`src/hw/rtl/tsli_pkg.sv`:
```
// ----------------------------------------------------------------------------
// tsli_pkg
// Types and constants for the tiled serpentine LED index core.
// ----------------------------------------------------------------------------
package tsli_pkg;

  localparam int COORD_W     = 8;
  localparam int SIZE_W      = 8;
  localparam int AREA_W      = 2 * SIZE_W;
  localparam int INDEX_W     = 18;
  localparam int COLOR_W     = 32;
  localparam int COUNT_W     = 3;
  localparam int LAYOUT_W    = 34;
  localparam int LAYOUT_REGS = 4;
  localparam int DATA_W      = 64;
  localparam int ADDR_W      = 6;
  localparam int REG_IDX_W   = 3;

  // register indexes (byte address = 8 * index)
  localparam logic [REG_IDX_W-1:0] REG_TILE_COUNT  = 3'd0;
  localparam logic [REG_IDX_W-1:0] REG_LAYOUT_BASE = 3'd1;

  typedef enum logic [1:0] {
    ANCHOR_TOPLEFT  = 2'd0,
    ANCHOR_BTMRIGHT = 2'd1,
    ANCHOR_BTMLEFT  = 2'd2,
    ANCHOR_TOPRIGHT = 2'd3
  } anchor_t;

  typedef struct packed {
    anchor_t             anchor;
    logic [SIZE_W-1:0]   height;
    logic [SIZE_W-1:0]   width;
    logic [COORD_W-1:0]  y;
    logic [COORD_W-1:0]  x;
  } layout_t;

  typedef struct packed {
    logic [COORD_W-1:0]  pos_x;
    logic [COORD_W-1:0]  pos_y;
    logic [COLOR_W-1:0]  color;
  } in_item_t;

  typedef struct packed {
    logic [INDEX_W-1:0]  led_index;
    logic                hit;
    logic [COLOR_W-1:0]  color_out;
  } out_item_t;

  // per-module match result
  typedef struct packed {
    logic                hit;
    logic [AREA_W-1:0]   pos;
  } lane_res_t;

endpackage

```
`src/hw/rtl/tsli_lane.sv`:
```
// ----------------------------------------------------------------------------
// tsli_lane
// Containment test and serpentine position inside one module.
// ----------------------------------------------------------------------------
module tsli_lane (
  input  logic [tsli_pkg::COORD_W-1:0] px,
  input  logic [tsli_pkg::COORD_W-1:0] py,
  input  tsli_pkg::layout_t            layout,
  output tsli_pkg::lane_res_t          res
);

  logic [tsli_pkg::COORD_W:0]   x_end;
  logic [tsli_pkg::COORD_W:0]   y_end;
  logic                         in_x;
  logic                         in_y;
  logic [tsli_pkg::COORD_W-1:0] zx;
  logic [tsli_pkg::COORD_W-1:0] zy;
  logic [tsli_pkg::SIZE_W-1:0]  wm1;
  logic [tsli_pkg::SIZE_W-1:0]  hm1;
  logic [tsli_pkg::SIZE_W-1:0]  mul_a;
  logic [tsli_pkg::SIZE_W-1:0]  mul_b;
  logic [tsli_pkg::SIZE_W-1:0]  minor;
  logic [tsli_pkg::AREA_W-1:0]  major;

  // full-precision bounds, no wrap at the display edge
  assign x_end = {1'b0, layout.x} + {1'b0, layout.width};
  assign y_end = {1'b0, layout.y} + {1'b0, layout.height};
  assign in_x  = (px >= layout.x) && ({1'b0, px} < x_end);
  assign in_y  = (py >= layout.y) && ({1'b0, py} < y_end);

  assign zx  = px - layout.x;
  assign zy  = py - layout.y;
  assign wm1 = layout.width - 8'd1;
  assign hm1 = layout.height - 8'd1;

  // mul_a is the row (or column) counted from the anchor; its LSB sets direction
  always_comb begin
    case (layout.anchor)
      tsli_pkg::ANCHOR_TOPLEFT: begin
        mul_a = zy;
        mul_b = layout.width;
        minor = zy[0] ? (wm1 - zx) : zx;
      end
      tsli_pkg::ANCHOR_BTMRIGHT: begin
        mul_a = hm1 - zy;
        mul_b = layout.width;
        minor = mul_a[0] ? zx : (wm1 - zx);
      end
      tsli_pkg::ANCHOR_BTMLEFT: begin
        mul_a = zx;
        mul_b = layout.height;
        minor = zx[0] ? zy : (hm1 - zy);
      end
      tsli_pkg::ANCHOR_TOPRIGHT: begin
        mul_a = wm1 - zx;
        mul_b = layout.height;
        minor = mul_a[0] ? (hm1 - zy) : zy;
      end
      default: begin
        mul_a = zy;
        mul_b = layout.width;
        minor = zx;
      end
    endcase
  end

  assign major   = tsli_pkg::AREA_W'(mul_a) * tsli_pkg::AREA_W'(mul_b);
  assign res.hit = in_x && in_y;
  assign res.pos = major + {{(tsli_pkg::AREA_W-tsli_pkg::SIZE_W){1'b0}}, minor};

endmodule

```
`src/hw/rtl/tiled_serpentine_led_index_core.sv`:
```
// ----------------------------------------------------------------------------
// tiled_serpentine_led_index_core
// Maps pixel writes to LED chain positions on tiled zig-zag modules.
// ----------------------------------------------------------------------------
// Usage:
//   in channel  : in_valid / in_stall / in_data (pos_x, pos_y, color).
//   out channel : out_valid / out_stall / out_data (led_index, hit, color_out).
//   APB port    : tile count at 0x00, module layouts at 0x08..0x20.
//   One result per pixel. Each accepted pixel passes the input register and
//   then the result register, which raises out_valid for it.
//   Throughput is one pixel per cycle while out_stall is low; all modules are
//   tested in parallel, one 8x8 multiplier each.
//   Module areas are computed when a layout is written, so chain offsets
//   are ready for the first pixel after a write.
//   A miss gives hit=0 and led_index=0, color still passed through.
//   While out_stall holds a full result register, the input register still
//   takes one more pixel; once it is full as well, in_stall rises until
//   out_stall drops.
//   Reset (rst, synchronous) empties both registers and clears all
//   configuration to zero.
// ----------------------------------------------------------------------------
module tiled_serpentine_led_index_core #(
  parameter int MAX_MODULES = 4,
  parameter int COORD_BITS  = 8
) (
  input  logic                         clk,
  input  logic                         rst,
  input  logic                         in_valid,
  output logic                         in_stall,
  input  tsli_pkg::in_item_t           in_data,
  output logic                         out_valid,
  input  logic                         out_stall,
  output tsli_pkg::out_item_t          out_data,
  input  logic                         psel,
  input  logic                         penable,
  input  logic                         pwrite,
  input  logic [tsli_pkg::ADDR_W-1:0]  paddr,
  input  logic [tsli_pkg::DATA_W-1:0]  pwdata,
  output logic [tsli_pkg::DATA_W-1:0]  prdata,
  output logic                         pready
);

  localparam int NUM_LANES = (MAX_MODULES < tsli_pkg::LAYOUT_REGS) ?
                             MAX_MODULES : tsli_pkg::LAYOUT_REGS;
  localparam logic [tsli_pkg::COORD_W-1:0] COORD_MASK =
    (COORD_BITS >= tsli_pkg::COORD_W) ? {tsli_pkg::COORD_W{1'b1}} :
    tsli_pkg::COORD_W'((1 << COORD_BITS) - 1);

  // configuration
  logic [tsli_pkg::COUNT_W-1:0]   tile_count;
  tsli_pkg::layout_t              layout [NUM_LANES];
  logic [tsli_pkg::AREA_W-1:0]    area [NUM_LANES];
  logic [tsli_pkg::REG_IDX_W-1:0] reg_idx;
  logic                           wr_en;
  tsli_pkg::layout_t              wr_layout;

  // datapath
  logic                           in_full;
  tsli_pkg::in_item_t             in_q;
  tsli_pkg::out_item_t            out_next;
  logic                           advance;
  logic                           accept;
  logic [tsli_pkg::COORD_W-1:0]   px;
  logic [tsli_pkg::COORD_W-1:0]   py;
  tsli_pkg::lane_res_t            lane_res [NUM_LANES];
  logic [tsli_pkg::INDEX_W-1:0]   offset [NUM_LANES];

  assign pready    = 1'b1;
  assign wr_en     = psel && penable && pwrite;
  assign reg_idx   = paddr[tsli_pkg::ADDR_W-1:tsli_pkg::ADDR_W-tsli_pkg::REG_IDX_W];
  assign wr_layout = tsli_pkg::layout_t'(pwdata[tsli_pkg::LAYOUT_W-1:0]);

  always_ff @(posedge clk) begin
    if (rst) begin
      tile_count <= '0;
      for (int k = 0; k < NUM_LANES; k++) begin
        layout[k] <= '0;
        area[k]   <= '0;
      end
    end else if (wr_en) begin
      if (reg_idx == tsli_pkg::REG_TILE_COUNT) begin
        tile_count <= pwdata[tsli_pkg::COUNT_W-1:0];
      end
      for (int k = 0; k < NUM_LANES; k++) begin
        if (reg_idx == tsli_pkg::REG_LAYOUT_BASE + tsli_pkg::REG_IDX_W'(k)) begin
          layout[k] <= wr_layout;
          area[k]   <= tsli_pkg::AREA_W'(wr_layout.width) *
                       tsli_pkg::AREA_W'(wr_layout.height);
        end
      end
    end
  end

  always_comb begin
    prdata = '0;
    if (reg_idx == tsli_pkg::REG_TILE_COUNT) begin
      prdata = {{(tsli_pkg::DATA_W-tsli_pkg::COUNT_W){1'b0}}, tile_count};
    end
    for (int k = 0; k < NUM_LANES; k++) begin
      if (reg_idx == tsli_pkg::REG_LAYOUT_BASE + tsli_pkg::REG_IDX_W'(k)) begin
        prdata = {{(tsli_pkg::DATA_W-tsli_pkg::LAYOUT_W){1'b0}}, layout[k]};
      end
    end
  end

  // chain offset of each module: sum of the areas before it
  always_comb begin
    offset[0] = '0;
    for (int k = 1; k < NUM_LANES; k++) begin
      offset[k] = offset[k-1] +
                  {{(tsli_pkg::INDEX_W-tsli_pkg::AREA_W){1'b0}}, area[k-1]};
    end
  end

  // handshake
  assign advance  = !out_valid || !out_stall;
  assign in_stall = in_full && !advance;
  assign accept   = in_valid && !in_stall;

  always_ff @(posedge clk) begin
    if (rst) begin
      in_full   <= 1'b0;
      out_valid <= 1'b0;
    end else begin
      if (accept) begin
        in_full <= 1'b1;
      end else if (advance) begin
        in_full <= 1'b0;
      end
      if (advance) begin
        out_valid <= in_full;
      end
    end
  end

  always_ff @(posedge clk) begin
    if (accept) begin
      in_q <= in_data;
    end
    if (advance && in_full) begin
      out_data <= out_next;
    end
  end

  assign px = in_q.pos_x & COORD_MASK;
  assign py = in_q.pos_y & COORD_MASK;

  for (genvar g = 0; g < NUM_LANES; g++) begin : g_lane
    tsli_lane u_lane (
      .px     (px),
      .py     (py),
      .layout (layout[g]),
      .res    (lane_res[g])
    );
  end

  // first enabled module in chain order wins
  always_comb begin
    logic found;
    found              = 1'b0;
    out_next.led_index = '0;
    out_next.hit       = 1'b0;
    out_next.color_out = in_q.color;
    for (int k = 0; k < NUM_LANES; k++) begin
      if (!found && lane_res[k].hit &&
          (tile_count > tsli_pkg::COUNT_W'(k))) begin
        found              = 1'b1;
        out_next.hit       = 1'b1;
        out_next.led_index = offset[k] +
          {{(tsli_pkg::INDEX_W-tsli_pkg::AREA_W){1'b0}}, lane_res[k].pos};
      end
    end
  end

endmodule

```
`config.mk`:
```
export PLATFORM = sky130hd
export DESIGN_NAME = tiled_serpentine_led_index_core
export DESIGN_NICKNAME = d
export VERILOG_FILES = /design/src/hw/rtl/tsli_pkg.sv /design/src/hw/rtl/tsli_lane.sv /design/src/hw/rtl/tiled_serpentine_led_index_core.sv
export SDC_FILE = /design/constraint.sdc
export NUM_CORES = 2
export LEC_CHECK = 0
export BUFFER_PORTS_ARGS = -buffer_cell sky130_fd_sc_hd__buf_2
export CORE_ASPECT_RATIO = 0.7
export CORE_UTILIZATION = 37
export DETAILED_ROUTE_END_ITERATION = 12
export PLACE_DENSITY = 0.51
export SLEW_MARGIN = 20
export SYNTH_ARGS = -nofsm -noshare
export SYNTH_HDL_FRONTEND = slang
export SYNTH_SLANG_ARGS = --single-unit
```
`constraint.sdc`:
```
create_clock -name clk -period 25.5 [get_ports clk]
set_clock_uncertainty 0.05 [all_clocks]
set_input_delay 2.55 -clock clk [delete_from_list [all_inputs] [get_ports clk]]
set_output_delay 2.55 -clock clk [all_outputs]
set_load 0.02 [all_outputs]
```
==> impl_metrics.csv <==
group,metric,value,unit
floorplan,start_util,37.4,%
synthesis,ys_types,93,
final_layout,area_delta_synth_final,9.65,%
drt,drcViolationCount,0,
sta,grt_setup_unrepaired,"false",
setup_path,max_stage_delay,0.63,ns
global_route,grt_max_degree,56,
clock_network,htree_levels,2,
global_route,antenna_found_initial,8,
floorplan,die_area,0.101,mm^2
global_route,grt_pass1_vias,28000,
setup_path,required,25.76,ns
synthesis,yosysTopAreaCell,"edfxtp_1",
clock_network,clk_path_buf_depth,3,
setup_path,rrSetupSlack,14.49,ns
clock_network,numClockSinks,288,
sta,finalSetupViolCount,0,
synthesis,synthTopCellsByArea,"edfxtp_1 23%, ha_1 16%, fa_1 14%, inv_1 5.4%, xnor2_1 3.9%",
setup_path,reg2reg_depth,37,
final_layout,layout-drive-gt1-share,8.62,%
synthesis,syn_area,0.0368,mm^2
sta,maxSlewHeadroom,17.5,%
drt,routedWlPerCell,22.2,um
clock_network,post-cts-setup-buffer-count,0,
sta,fin_crit_sh,43.2,%
synthesis,ys_seq_elements,288,
place,place_hpwl,100,mm
setup_path,r2r_start,"px[0]",
floorplan,io_pins,243,
sta,finalCriticalPeriod,11.01,ns
floorplan,fp.dieH,266,um
final_layout,fin_nets,4996,
floorplan,core,0.0983,mm^2
clock_network,cts_tree,"yes",
synthesis,ys_seq_area_share,23.4,%
setup_path,critPathLaunch,"px[0]",
run_status,outcome,"finished, final reports clean",
min_path,hold_path.class,"flip-flop to flip-flop",
setup_path,crit_path_start_kind,"flip-flop",
clock_network,cts-root-buf,"clkbuf_16",
synthesis,synth.top_cell.area_share,23.1,%
sta,worstMarginPinSlew,1.23,ns
floorplan,die_w,379,um
synthesis,ys_warn_count,0,
clock_network,numCtsBuffers,34,
place,globalplace.congestion,0.903,
final_layout,num-fill-cells,9933,
sta,slew_viol_final,0,
setup_path,r2r-end,"out_data[49]",
drt,dr_total_vias,29400,
setup_path,crit_path_end_kind,"flip-flop",
clock_network,postCtsHoldBufs,0,
sta,hold_violations,0,
drt,antenna_left,0,
synthesis,synth_flop_cell,"edfxtp_1",
place,port_buffers,178,
sta,fmax,90.8,MHz
run,drv_cap,0,
synthesis,syn_avg_cell_area,9.22,um^2
synthesis,synthesis.instances,3988,
floorplan,num_rows,96,
drt,viasPerCell,5.35,
setup_path,arrival,11.27,ns
setup_path,cp-endpoint,"out_data[49]",
global_route,overflow,0,
drt,drt-initial-drc-count,2507,
place,dp.cells,5426,
clock_network,clkSlewWorstSetupHoldPaths,0.07,ns
setup_path,critical-path-slowest-cell,"edfxtp_1",
setup_path,worst_path_dominant_cell_family,"adder cells",
setup_path,cp.depth,37,
clock_network,cts.repair.resized,0,
setup_path,path_buf_inv,6,
synthesis,ys_async_sr_fraction,0,%
final_layout,final_common_cell,"inv_1",
drt,drt_pass1_iterations,5,
setup_path,cp_max_fo,8,
final_layout,final_cell_mix,"533 x inv_1, 476 x ha_1, 286 x nor2_1, 285 x nand2_1, 283 x edfxtp_1",
global_route,grt_pass1_wl,180,mm
setup_path,worstSetupPathType,"flip-flop to flip-flop",
clock_network,clock_latency,0.59,ns
final_layout,instances_no_fill,5495,
sta,totalNegativeSetupSlack,0,ns
synthesis,synth_edf_count,283,
global_route,grt_usage,24.3,%
drt,wl,122,mm
-- synthesized netlist by cell type (all sizes together), types with 47 or more instances --
cell	instances
and2	208
ha	476
o21bai	53
nor2	288
nor2b	47
mux2i	89
a21o	73
inv	534
xnor2	166
xor2	83
a21oi	217
o21ai	161
buf	47
nor3	76
nand2	285
edfxtp	283
clkbuf	87
fa	256
-- worst reg2reg max path, delay by kind of cell (launching register included) --
family,cells,cell delay [ns]
adder cells (fa/ha/maj),11,4.72
AO/OA/AOI/OAI,11,2.84
buffers and inverters,6,0.84
AND/OR/NAND/NOR,5,0.80
XOR/XNOR,3,0.73
flip-flops,1,0.63
multiplexers,1,0.15
-- final cells by class --
| cell class | count | area [um^2] | area share [%] |
|---|---|---|---|
| diodes | 8 | 20.0 | 0.0497 |
| well taps | 1323 | 1660 | 4.11 |
| multi-input cells | 3060 | 25700 | 63.8 |
| clock inverters | 20 | 225 | 0.559 |
| clock buffers | 41 | 877 | 2.18 |
| repair buffers | 220 | 1210 | 2.99 |
| flip-flops and latches | 288 | 8600 | 21.3 |
| inverters | 535 | 2010 | 4.98 |
-- logic make-up (layout without fill, tap and decap cells) --
| group | count (synthesis) | after routing | synth area share [%] |
|---|---|---|---|
| other | 2 | 39 | 0.0204 |
| buffers and inverters | 669 | 816 | 7.16 |
| adders and majority gates | 735 | 735 | 30.2 |
| xor gates and xnor gates | 251 | 251 | 6.08 |
| muxes | 129 | 129 | 3.89 |
| AOI/OAI and AO/OA | 819 | 819 | 14.6 |
| and+or+nand+nor | 1095 | 1095 | 14.6 |
| DFF | 288 | 288 | 23.4 |
-- worst min path at each step --
stage | from | endpoint | slack [ns] | depth (start not counted)
final | in_q[23] | out_data[23] | 0.36 | 0
after floorplan | in_q[0] | out_data[0] | 0.35 | 0
after global placement | in_q[22] | out_data[22] | 0.35 | 0
after CTS | in_q[23] | out_data[23] | 0.36 | 0
after global routing | in_q[24] | out_data[24] | 0.37 | 0
after detailed placement | in_q[23] | out_data[23] | 0.35 | 0
-- routing by layer --
layer,routed length [um],GRT usage [%],up-vias
li1,-,-,14100
met1,60400,37.1,14300
met2,47300,33.4,967
met3,12200,6.72,116
met4,2240,4.77,2
met5,13,0,-
-- state kept, by name, indices dropped and copies added (netlist names) --
| register | count |
|---|---|
| out_data | 51 |
| in_q | 32 |
| in_full | 1 |
| layout | 136 |
| px | 8 |
| out_valid | 1 |
| tile_count | 3 |
| area | 48 |
| py | 8 |
-- per-stage QoR --
step           hold WS [ns]  util, %  instance area (um^2)  setup slack [ns]
6_report              0.361     41.0                 40300             14.49
5_1_grt               0.372     41.0                 40300             13.79
3_3_place_gp          0.350     39.9                 39200             14.77
3_5_place_dp          0.355     39.9                 39200             14.72
4_1_cts               0.363     41.0                 40300             14.64
2_1_floorplan         0.350        -                 36900             16.40
Power is not shown: default switching activity piles up to over one toggle a cycle in this logic, so the estimate is an artifact.
